### config.mk
export PLATFORM = sky130hd
export DESIGN_NAME = error_code_blinker
export DESIGN_NICKNAME = d
export VERILOG_FILES = /design/src/hw/rtl/ebk_pkg.sv /design/src/hw/rtl/error_code_blinker.sv /design/src/hw/rtl/ebk_seq.sv
export VERILOG_INCLUDE_DIRS = /design/src /design/src/hw/rtl
export SDC_FILE = /design/constraint.sdc
export NUM_CORES = 1
export LEC_CHECK = 0
export BUFFER_PORTS_ARGS = -buffer_cell sky130_fd_sc_hd__buf_2
export CAP_MARGIN = 20
export CORE_AREA = 2 2 119 121
export CTS_CLUSTER_DIAMETER = 120
export CTS_CLUSTER_SIZE = 30
export DETAILED_ROUTE_END_ITERATION = 8
export DIE_AREA = 0 0 121 123
export PLACE_DENSITY = 0.78
export SYNTH_ARGS = -nofsm -noshare
export SYNTH_HDL_FRONTEND = slang
export SYNTH_SLANG_ARGS = --single-unit
### constraint.sdc
create_clock -name clk -period 4.4 [get_ports clk]
set_clock_uncertainty 0.05 [all_clocks]
set_input_delay 0.88 -clock clk [delete_from_list [all_inputs] [get_ports clk]]
set_output_delay 0.88 -clock clk [all_outputs]
set_load 0.1 [all_outputs]
### src/hw/rtl/assert_macros.svh
// Assertion helpers used by the RTL.
`ifndef ASSERT_MACROS_SVH
`define ASSERT_MACROS_SVH

// Property must hold on every clock edge outside reset.
`define ASSERT_CHK(lbl, clk, rstn, prop, msg) \
  lbl: assert property (@(posedge clk) disable iff (!(rstn)) (prop)) else $error(msg);

// Expression must never be true outside reset.
`define ASSERT_NEVER(lbl, clk, rstn, expr, msg) \
  lbl: assert property (@(posedge clk) disable iff (!(rstn)) !(expr)) else $error(msg);

`endif

### src/hw/rtl/ebk_pkg.sv
`timescale 1ns / 1ps
`default_nettype none
package ebk_pkg;

  localparam int TimeWidthDefault = 32;
  localparam int OutTimeWidth     = 32;
  localparam int CfgIdxWidth      = 3;
  localparam int CfgDataWidth     = 16;

  localparam logic [CfgIdxWidth-1:0] REG_TICK_DIVISOR    = 3'd0;
  localparam logic [CfgIdxWidth-1:0] REG_ON_STEPS        = 3'd1;
  localparam logic [CfgIdxWidth-1:0] REG_OFF_STEPS       = 3'd2;
  localparam logic [CfgIdxWidth-1:0] REG_PAUSE_STEPS     = 3'd3;
  localparam logic [CfgIdxWidth-1:0] REG_MICROS_PER_TICK = 3'd4;

  localparam logic [7:0]  RST_TICK_DIVISOR    = 8'd164;
  localparam logic [7:0]  RST_ON_STEPS        = 8'd18;
  localparam logic [7:0]  RST_OFF_STEPS       = 8'd18;
  localparam logic [7:0]  RST_PAUSE_STEPS     = 8'd80;
  localparam logic [15:0] RST_MICROS_PER_TICK = 16'd100;

  localparam logic [1:0] PH_NONE  = 2'd0;
  localparam logic [1:0] PH_ON    = 2'd1;
  localparam logic [1:0] PH_OFF   = 2'd2;
  localparam logic [1:0] PH_PAUSE = 2'd3;

  localparam logic [7:0] BLINKS_MAX = 8'd255;

  typedef struct packed {
    logic       step;
    logic       set;
    logic [7:0] code;
  } ebk_seq_ctl_t;

  typedef struct packed {
    logic [7:0] on_steps;
    logic [7:0] off_steps;
    logic [7:0] pause_steps;
  } ebk_timing_t;

  typedef struct packed {
    logic       led;
    logic [7:0] code;
  } ebk_seq_stat_t;

endpackage
`default_nettype wire

### src/hw/rtl/error_code_blinker.sv
// An accepted beat's result is registered and presented in the next cycle.
// Throughput: one beat per cycle; input stalls only while a held result is stalled.
// Prescaler, time counter advance on accepted tick beats; sequencer only on accepts.
// Reset: synchronous, active low; clears state, output valid, loads register defaults.
`timescale 1ns / 1ps
`default_nettype none
module error_code_blinker
  import ebk_pkg::*;
#(
  parameter int TIME_WIDTH = TimeWidthDefault
) (
  input  logic                    clk,
  input  logic                    rst_n,
  input  logic                    cfg_we,
  input  logic [CfgIdxWidth-1:0]  cfg_index,
  input  logic [CfgDataWidth-1:0] cfg_data,
  input  logic                    in_valid,
  output logic                    in_stall,
  input  logic                    in_command,
  input  logic [7:0]              in_error_code,
  output logic                    out_valid,
  input  logic                    out_stall,
  output logic                    out_led_on,
  output logic [7:0]              out_current_code,
  output logic [OutTimeWidth-1:0] out_elapsed_micros
);

  logic [7:0]  tick_divisor_r, on_steps_r, off_steps_r, pause_steps_r;
  logic [15:0] micros_per_tick_r;

  logic [7:0]            prescale_r, prescale_nxt, prescale_inc;
  logic [TIME_WIDTH-1:0] time_r, time_nxt;

  logic                    out_valid_r, out_valid_nxt;
  logic                    out_led_r;
  logic [7:0]              out_code_r;
  logic [OutTimeWidth-1:0] out_time_r;

  logic          accept, tick;
  ebk_seq_ctl_t  seq_ctl;
  ebk_timing_t   timing;
  ebk_seq_stat_t seq_stat;

  assign in_stall      = out_valid_r & out_stall;
  assign accept        = in_valid & ~in_stall;
  assign tick          = accept & ~in_command;
  assign out_valid_nxt = accept | in_stall;

  always_ff @(posedge clk) begin
    if (!rst_n) begin
      tick_divisor_r    <= RST_TICK_DIVISOR;
      on_steps_r        <= RST_ON_STEPS;
      off_steps_r       <= RST_OFF_STEPS;
      pause_steps_r     <= RST_PAUSE_STEPS;
      micros_per_tick_r <= RST_MICROS_PER_TICK;
    end else if (cfg_we) begin
      unique case (cfg_index)
        REG_TICK_DIVISOR:    tick_divisor_r    <= cfg_data[7:0];
        REG_ON_STEPS:        on_steps_r        <= cfg_data[7:0];
        REG_OFF_STEPS:       off_steps_r       <= cfg_data[7:0];
        REG_PAUSE_STEPS:     pause_steps_r     <= cfg_data[7:0];
        REG_MICROS_PER_TICK: micros_per_tick_r <= cfg_data;
        default: begin
        end
      endcase
    end
  end

  always_comb begin
    prescale_inc = prescale_r + 8'd1;
    prescale_nxt = prescale_r;
    time_nxt     = time_r;
    seq_ctl.step = 1'b0;
    seq_ctl.set  = accept & in_command;
    seq_ctl.code = in_error_code;
    if (tick) begin
      time_nxt = time_r + TIME_WIDTH'(micros_per_tick_r);
      if (prescale_inc >= tick_divisor_r) begin
        prescale_nxt = 8'd0;
        seq_ctl.step = 1'b1;
      end else begin
        prescale_nxt = prescale_inc;
      end
    end
  end

  assign timing.on_steps    = on_steps_r;
  assign timing.off_steps   = off_steps_r;
  assign timing.pause_steps = pause_steps_r;

  ebk_seq u_seq (
    .clk      (clk),
    .rst_n    (rst_n),
    .ctl      (seq_ctl),
    .timing   (timing),
    .stat_nxt (seq_stat)
  );

  always_ff @(posedge clk) begin
    if (!rst_n) begin
      prescale_r  <= 8'd0;
      time_r      <= '0;
      out_valid_r <= 1'b0;
    end else begin
      prescale_r  <= prescale_nxt;
      time_r      <= time_nxt;
      out_valid_r <= out_valid_nxt;
    end
  end

  always_ff @(posedge clk) begin
    if (accept) begin
      out_led_r  <= seq_stat.led;
      out_code_r <= seq_stat.code;
      out_time_r <= OutTimeWidth'(time_nxt);
    end
  end

  assign out_valid          = out_valid_r;
  assign out_led_on         = out_led_r;
  assign out_current_code   = out_code_r;
  assign out_elapsed_micros = out_time_r;

endmodule
`default_nettype wire

### src/hw/rtl/ebk_seq.sv
`timescale 1ns / 1ps
`default_nettype none
`include "assert_macros.svh"
module ebk_seq
  import ebk_pkg::*;
(
  input  logic          clk,
  input  logic          rst_n,
  input  ebk_seq_ctl_t  ctl,
  input  ebk_timing_t   timing,
  output ebk_seq_stat_t stat_nxt
);

  logic [1:0] phase_r, phase_nxt;
  logic [7:0] steps_left_r, steps_left_nxt;
  logic [7:0] blinks_done_r, blinks_done_nxt;
  logic [7:0] code_r, code_nxt;
  logic       led_r, led_nxt;

  always_comb begin
    phase_nxt       = phase_r;
    steps_left_nxt  = steps_left_r;
    blinks_done_nxt = blinks_done_r;
    code_nxt        = code_r;
    led_nxt         = led_r;
    if (ctl.set) begin
      code_nxt = ctl.code;
      if (ctl.code == 8'd0) begin
        phase_nxt = PH_NONE;
        led_nxt   = 1'b0;
      end else if (ctl.code != code_r) begin
        phase_nxt = PH_OFF;
        led_nxt   = 1'b0;
      end
    end else if (ctl.step) begin
      if (steps_left_r != 8'd0) begin
        steps_left_nxt = steps_left_r - 8'd1;
      end else begin
        unique case (phase_r)
          PH_ON: begin
            if (blinks_done_r != BLINKS_MAX) begin
              blinks_done_nxt = blinks_done_r + 8'd1;
            end
            phase_nxt      = PH_OFF;
            steps_left_nxt = timing.off_steps;
            led_nxt        = 1'b0;
          end
          PH_OFF: begin
            if (blinks_done_r >= code_r) begin
              phase_nxt      = PH_PAUSE;
              steps_left_nxt = timing.pause_steps;
            end else begin
              phase_nxt      = PH_ON;
              steps_left_nxt = timing.on_steps;
              led_nxt        = 1'b1;
            end
          end
          PH_PAUSE: begin
            blinks_done_nxt = 8'd0;
            phase_nxt       = PH_ON;
            steps_left_nxt  = timing.on_steps;
            led_nxt         = 1'b1;
          end
          default: begin
          end
        endcase
      end
    end
  end

  always_ff @(posedge clk) begin
    if (!rst_n) begin
      phase_r       <= PH_NONE;
      steps_left_r  <= 8'd0;
      blinks_done_r <= 8'd0;
      code_r        <= 8'd0;
      led_r         <= 1'b0;
    end else begin
      phase_r       <= phase_nxt;
      steps_left_r  <= steps_left_nxt;
      blinks_done_r <= blinks_done_nxt;
      code_r        <= code_nxt;
      led_r         <= led_nxt;
    end
  end

  assign stat_nxt.led  = led_nxt;
  assign stat_nxt.code = code_nxt;

  `ASSERT_NEVER(a_led_only_on, clk, rst_n, led_r && (phase_r != PH_ON), "LED lit outside on phase")
  `ASSERT_CHK(a_zero_code_idle, clk, rst_n, (code_r == 8'd0) |-> (phase_r == PH_NONE), "code zero not idle")
  `ASSERT_CHK(a_clear_led_off, clk, rst_n, (ctl.set && (ctl.code == 8'd0)) |=> !led_r, "clear left LED lit")

endmodule
`default_nettype wire
==> impl_metrics.env, run 1 <==
export IMPL_initial_core_util_pct=57.34
export IMPL_cts_tree="done"
export IMPL_avgSynthCellArea_um2=9.281
export IMPL_synthArstFlopShare_pct=0
export IMPL_cp_end_kind="flop"
export IMPL_area_growth_syn_to_layout_pct=14.08
export IMPL_cts_num_sinks=157
export IMPL_grt_max_degree=66
export IMPL_synth_area_leaders="dfxtp_1 30%, edfxtp_1 16%, nand2_1 7.6%"
export IMPL_crit_type="reg -> reg"
export IMPL_synth_compound_area_share_pct=16.26
export IMPL_via_per_inst=5.691
export IMPL_layout_worst_path_cycle_share_pct=76.95
export IMPL_fin_nets=980
export IMPL_hold_buffers=0
export IMPL_yosys_top_cells_count="157 x nand2_1, 116 x dfxtp_1, 47 x and2_1"
export IMPL_cp_start_kind="flop"
export IMPL_port_buffers=75
export IMPL_numCtsBuffers=17
export IMPL_timing_rr_start="prescale_r[2]"
export IMPL_postLayoutCoreUtil_pct=65.41
export IMPL_seq_area_frac_synth_pct=45.53
export IMPL_rows=43
export IMPL_yosys_register_bits=157
export IMPL_worstPathArrival_ns=3.65
export IMPL_routed_wl_mm=16.76
export IMPL_finalHoldViolations=0
export IMPL_yosys_area_share_xor_xnor_pct=5.499
export IMPL_drtPass1Iterations=4
export IMPL_synth_top_family_by_area="simple AND/OR/NAND/NOR gates"
export IMPL_cap_viol_max_count=0
export IMPL_vias=6254
export IMPL_cts_root_buf="clkbuf_16"
export IMPL_die_x_um=121
export IMPL_gp_congestion=0.8930
export IMPL_crit_start="prescale_r[2]"
export IMPL_synthMuxAreaShare_pct=1.811
export IMPL_netlist_area_um2=7805
export IMPL_h_tree_depth=4
export IMPL_synth_top_area_cell="dfxtp_1"
export IMPL_synthSimpleGateAreaFrac_pct=20.92
export IMPL_cts_clk_slew_worst_paths_ns=0.06
export IMPL_cp_max_fo=14
export IMPL_final_antenna_net_count=0
export IMPL_routed_top_layer="met4"
export IMPL_boundaryPins=76
export IMPL_p_leak_nw=3.551
export IMPL_cts_setup_buffers=0
export IMPL_dr_wl_met2_mm=7.478
export IMPL_power_density_nw_per_um2=385.9
export IMPL_synth_edff_count=41
export IMPL_wl_per_cell_um=15.25
export IMPL_synth_most_common_cell="nand2_1"
export IMPL_dp_hpwl_mm=11.65
export IMPL_min_from="micros_per_tick_r[0]"
export IMPL_cts_resized_gates=0
export IMPL_worst_pin_slew_ns=1.013
export IMPL_setup_violations=0
export IMPL_maxSlewViolCount=0
export IMPL_ir_worst_vdd_mv=0.2328
export IMPL_cp_required_ns=4.66
export IMPL_drcViolationCount=0
export IMPL_min_path_type="reg -> reg"
export IMPL_rsz0062_at_grt="false"
export IMPL_status="completed"
export IMPL_synth_top_area_share_pct=29.75
export IMPL_power_mw=3.436
export IMPL_syn_nets=915
export IMPL_grt_first_pass_wirelength_mm=27.11
export IMPL_clk_latency_ns=0.43
export IMPL_grt_ovfl_total=0
export IMPL_grt_usage_pct=23.20
export IMPL_grt_pass1_vias=5672
export IMPL_timing_setup_tns_ns=0
export IMPL_routed_wl_met3_um=778
export IMPL_yosys_most_used_dff="dfxtp_1"
export IMPL_fmax_ghz=0.2954
export IMPL_fp_dieH_um=123
export IMPL_ys_warnings_count=0
export IMPL_dieArea_um2=14880
export IMPL_synth_fa_ha_area_share_pct=6.669
export IMPL_antenna_found_initial=0
export IMPL_drive_gt1_share_pct=14.25
export IMPL_min_period_ns=3.386
export IMPL_core_um2=13610
export IMPL_relSlewSlack_pct=32.48
export IMPL_diodes=0
export IMPL_clk_path_buf_depth=2
export IMPL_synth_cells=841
export IMPL_holdWs_ns=0.4199
export IMPL_synth_distinct_cells=60
export IMPL_dr_first_iter_drc_count=463
export IMPL_wl_met1_mm=8.178
==> report_power, final <==
part / total [mW] / internal [mW] / switching, mW / leakage [nW]
logic: 0.407 / 0.0978 / 0.310 / 1.91
registers: 1.55 / 1.53 / 0.0192 / 1.35
clock network: 1.48 / 0.905 / 0.577 / 0.288
==> critical path, cell delays in order (launching register included) <==
cell and delay [ns]:
dfxtp_1 0.40, nand3_1 0.15, nor2_1 0.26, nand3_1 0.13, xnor2_1 0.14, ha_1 0.28
and2_1 0.15, o2111ai_1 0.11, o21ai_0 0.29, nand2_1 0.38, or3_1 0.59, o21ai_0 0.23
a21boi_1 0.08
==> metal layers <==
layer,GRT usage (%),up-vias
met5,0,-
met4,9.302,0
met3,4.428,26
met2,36.17,174
met1,31.95,2965
li1,-,3089
==> metrics by stage <==
step	instance area (um^2)	cells	setup WS, ns
global route	8904	1099	0.6646
CTS	8904	1099	1.015
floorplan	7805	841	0.9896
detailed placement	8294	1067	1.088
global placement	8294	1067	1.149
finish	8904	1099	1.014
==> cells in the final DEF, fill, tap and decap left out, types with 5 or more instances in the layout <==
cell       instances
nand2_1          157
dfxtp_1          116
buf_2             75
and2_1            46
o21ai_0           43
edfxtp_1          41
ha_1              40
a21boi_0          38
xnor2_1           37
nor2_1            36
inv_1             29
nand3_1           28
a21oi_1           20
and3_1            18
clkbuf_16         17
xor2_1            12
a31oi_1           10
a21o_1            10
nand4_1           10
mux2_2             9
o211ai_1           8
nand3b_1           8
o21a_1             7
nor3_1             6
a21boi_1           6
a211oi_1           5
nand2b_1           5
buf_4              5
==> cell type report <==
cell class / count / area [um^2]
fillers: 1114 / 4708
clock inverters: 14 / 170.2
multi-input cells: 621 / 3994
repair buffers: 80 / 412.9
inverters: 29 / 108.9
clock buffers: 18 / 439.2
well taps: 180 / 225.2
flip-flops and latches: 157 / 3553
==> worst paths after layout <==
check | to | slack [ns] | cells after the start
max | u_seq.blinks_done_r[6] | 1.01 | 12
min | micros_per_tick_r[0] | 0.42 | 2
max reg2reg | u_seq.blinks_done_r[6] | 1.01 | 12
min reg2reg | micros_per_tick_r[0] | 0.42 | 2
==> logic make-up after synthesis <==
| group | after synthesis |
|---|---|
| compound gates | 184 |
| xor+xnor | 49 |
| fa+ha+maj | 41 |
| buf+inv | 63 |
| flops | 157 |
| mux | 13 |
| simple gates | 334 |
(Power assumes the default switching activity.)
==> run 2, diff against run 1 <==
--- a/config.mk
+++ b/config.mk
@@ -6,14 +6,15 @@
 export SDC_FILE = /design/constraint.sdc
 export NUM_CORES = 1
 export LEC_CHECK = 0
+export ABC_AREA = 1
 export BUFFER_PORTS_ARGS = -buffer_cell sky130_fd_sc_hd__buf_2
 export CAP_MARGIN = 20
-export CORE_AREA = 2 2 119 121
+export CORE_AREA = 2 2 129 131
 export CTS_CLUSTER_DIAMETER = 120
 export CTS_CLUSTER_SIZE = 30
 export DETAILED_ROUTE_END_ITERATION = 8
-export DIE_AREA = 0 0 121 123
-export PLACE_DENSITY = 0.78
+export DIE_AREA = 0 0 131 133
+export PLACE_DENSITY = 0.76
 export SYNTH_ARGS = -nofsm -noshare
 export SYNTH_HDL_FRONTEND = slang
 export SYNTH_SLANG_ARGS = --single-unit
==> constraint.sdc (replaced) <==
create_clock -name clk -period 2.9 [get_ports clk]
set_clock_uncertainty 0.05 [all_clocks]
set_input_delay 0.58 -clock clk [delete_from_list [all_inputs] [get_ports clk]]
set_output_delay 0.58 -clock clk [all_outputs]
set_load 0.1 [all_outputs]
==> run 2 against run 1 <==
Via count up 22%; synthesized cell count up 37%; combinational power up 110%; largest power group unchanged; critical path depth up 3; critical endpoint is now u_seq.blinks_done_r[3]; wire length up 21%; hold slack worse by 0.051 ns; clock power up 56%; final area up 10%; count of clock-buffer cells in the layout up 8; core utilization down 4.6 points; final cell count up 33%.
==> impl_metrics.env, run 2 <==
export IMPL_slowest_delay_ns=0.35
export IMPL_cp_max_fo=8
export IMPL_synth_cells=1153
export IMPL_cp_end_kind="flop"
export IMPL_dr_first_iter_drc_count=615
export IMPL_rows=47
export IMPL_numCtsBuffers=17
export IMPL_cts_num_sinks=157
export IMPL_cts_tree="done"
export IMPL_crit_type="reg -> reg"
export IMPL_synth_most_common_cell="nand2_1"
export IMPL_relSlewSlack_pct=49.61
export IMPL_boundaryPins=76
export IMPL_rsz0062_at_grt="true"
export IMPL_die_x_um=131
export IMPL_grt_ovfl_total=0
export IMPL_r2r_end="u_seq.blinks_done_r[3]"
export IMPL_synth_edff_count=41
export IMPL_rrSetupSlack_ns=0.29
export IMPL_synth_distinct_cells=50
export IMPL_antenna_found_initial=0
export IMPL_yosys_top_cells_count="259 x nand2_1, 165 x inv_1, 136 x nor2_1"
export IMPL_drtPass1Iterations=5
export IMPL_initial_core_util_pct=52.90
export IMPL_cts_root_buf="clkbuf_16"
export IMPL_maxSlewViolCount=0
export IMPL_h_tree_depth=4
export IMPL_status="completed"
export IMPL_dieArea_um2=17420
export IMPL_final_antenna_net_count=0
export IMPL_grt_pass1_vias=7270
export IMPL_avgSynthCellArea_um2=7.419
export IMPL_grt_max_degree=56
export IMPL_power_density_nw_per_um2=565.0
export IMPL_fmax_ghz=0.3828
export IMPL_synthArstFlopShare_pct=0
export IMPL_clk_path_buf_depth=2
export IMPL_seq_area_frac_synth_pct=41.54
export IMPL_drcViolationCount=0
export IMPL_gp_congestion=0.9123
export IMPL_power_mw=5.554
export IMPL_port_buffers=75
export IMPL_synth_top_area_cell="dfxtp_1"
export IMPL_ir_worst_vdd_mv=0.4611
export IMPL_yosys_register_bits=157
export IMPL_finalHoldViolations=0
export IMPL_cp_buffers_inverters=3
export IMPL_p_leak_nw=4.651
export IMPL_dp_hpwl_mm=14.65
export IMPL_timing_rr_start="prescale_r[0]"
export IMPL_slowest_stage="dfxtp_2"
export IMPL_drive_gt1_share_pct=14.47
export IMPL_layout_worst_path_cycle_share_pct=90.09
export IMPL_crit_start="prescale_r[0]"
export IMPL_area_growth_syn_to_layout_pct=14.92
export IMPL_dp_cells=1432
export IMPL_clk_latency_ns=0.44
export IMPL_core_um2=16170
export IMPL_netlist_area_um2=8554
export IMPL_final_cell_mix="258 x nand2_1, 165 x inv_1, 135 x nor2_1, 113 x dfxtp_1, 86 x a21oi_1"
export IMPL_min_path_type="in -> reg"
export IMPL_min_path_cells=3
export IMPL_worstPathArrival_ns=2.85
export IMPL_wl_per_cell_um=13.83
export IMPL_cp_required_ns=3.14
export IMPL_timing_setup_tns_ns=0
export IMPL_nFillCells=1459
export IMPL_r2r_cells=15
export IMPL_setup_violations=0
export IMPL_hold_buffers=0
export IMPL_min_from="cfg_data[13]"
export IMPL_cp_start_kind="flop"
export IMPL_cap_viol_max_count=0
export IMPL_grt_first_pass_wirelength_mm=33.82
export IMPL_synth_top_area_share_pct=27.15
export IMPL_crit_chain="inv_1, nor3_2, nand4_1, nor2_1, xor2_1, ha_1, a21o_1, nor2_1, nand3_2, nand2_2, inv_1, nand2_4, clkinv_2, nand2_1, a21oi_1"
export IMPL_min_period_ns=2.613
export IMPL_postLayoutCoreUtil_pct=60.79
export IMPL_worst_pin_slew_ns=0.7548
export IMPL_hold_path_end="micros_per_tick_r[13]"
export IMPL_routed_wl_mm=20.25
export IMPL_grt_usage_pct=24.38
export IMPL_vias=7626
export IMPL_synth_area_leaders="dfxtp_1 27%, edfxtp_1 14%, nand2_1 11%"
export IMPL_cp_top_family="simple AND/OR/NAND/NOR gates"
export IMPL_fp_dieH_um=133
export IMPL_cts_clk_slew_worst_paths_ns=0.06
export IMPL_syn_nets=1227
export IMPL_fin_nets=1305
export IMPL_diodes=0
export IMPL_final_common_cell="nand2_1"
export IMPL_yosys_most_used_dff="dfxtp_1"
export IMPL_ys_warnings_count=0
export IMPL_via_per_inst=5.209
export IMPL_instances_no_fill=1464
-- run 2: final cells by class --
| cell class | instances | area [um^2] | area share [%] |
|---|---|---|---|
| clock buffers | 26 | 553.0 | 5.626 |
| clock inverters | 6 | 66.31 | 0.6746 |
| inverters | 175 | 658.1 | 6.695 |
| multi-input cells | 792 | 4235 | 43.08 |
| flip-flops and latches | 157 | 3557 | 36.18 |
| well taps | 220 | 275.3 | 2.800 |
| repair buffers | 88 | 485.5 | 4.938 |
-- run 2: kinds of logic after synthesis --
kind of cell | Yosys count | share of synthesized area, %
AO/OA/AOI/OAI | 185 | 12.23
flip-flops | 157 | 41.54
buffers and inverters | 204 | 9.273
multiplexers | 1 | 0.1170
XOR/XNOR | 21 | 2.150
adder cells (fa/ha/maj) | 41 | 6.085
AND/OR/NAND/NOR | 544 | 28.61
-- run 2: worst max-delay path by stage --
| stage | to | cells after the start |
|---|---|---|
| 3_5_place_dp | u_seq.steps_left_r[2] | 14 |
| 6_report | u_seq.blinks_done_r[3] | 15 |
| 5_1_grt | u_seq.blinks_done_r[6] | 16 |
| 3_3_place_gp | u_seq.blinks_done_r[6] | 15 |
| 2_1_floorplan | out_current_code[0] | 7 |
| 4_1_cts | u_seq.steps_left_r[4] | 14 |
-- run 2: repair_timing --
action	4_1_cts	5_1_grt
setup buffers	0	0
endpoints found under the setup margin	0	26
resized for setup	0	6
-- run 2: power breakdown --
part | switching, mW | internal (mW) | total, mW
registers | 0.0434 | 2.35 | 2.39
logic | 0.653 | 0.201 | 0.855
clock network | 0.899 | 1.41 | 2.31
-- run 2: stage by stage --
stage	cell area [um^2]	hold WS, ns	worst slack (ns)
floorplan	8563	0.3739	0.1747
global route	9831	0.3822	-0.01205
global placement	9189	0.3908	0.2369
CTS	9808	0.3682	0.1029
detailed placement	9189	0.3969	0.1446
finish	9831	0.3685	0.2874
-- run 2: worst reg2reg max path, stage by stage (launching register included) --
cell	delay, ns
dfxtp_2	0.35
inv_1	0.06
nor3_2	0.21
nand4_1	0.16
nor2_1	0.14
xor2_1	0.20
ha_1	0.27
a21o_1	0.18
nor2_1	0.12
nand3_2	0.17
nand2_2	0.13
inv_1	0.09
nand2_4	0.11
clkinv_2	0.11
nand2_1	0.07
a21oi_1	0.05
-- run 2: metal layers --
| metal | routed length, um | share of wire, % | track usage, % | vias up |
|---|---|---|---|---|
| met2 | 9658 | 48 | 39.52 | 202 |
| met5 | 0 | 0 | 0 | - |
| met3 | 1011 | 5.0 | 4.610 | 27 |
| li1 | - | - | - | 3888 |
| met1 | 9255 | 46 | 32.69 | 3509 |
| met4 | 325 | 1.6 | 7.861 | 0 |
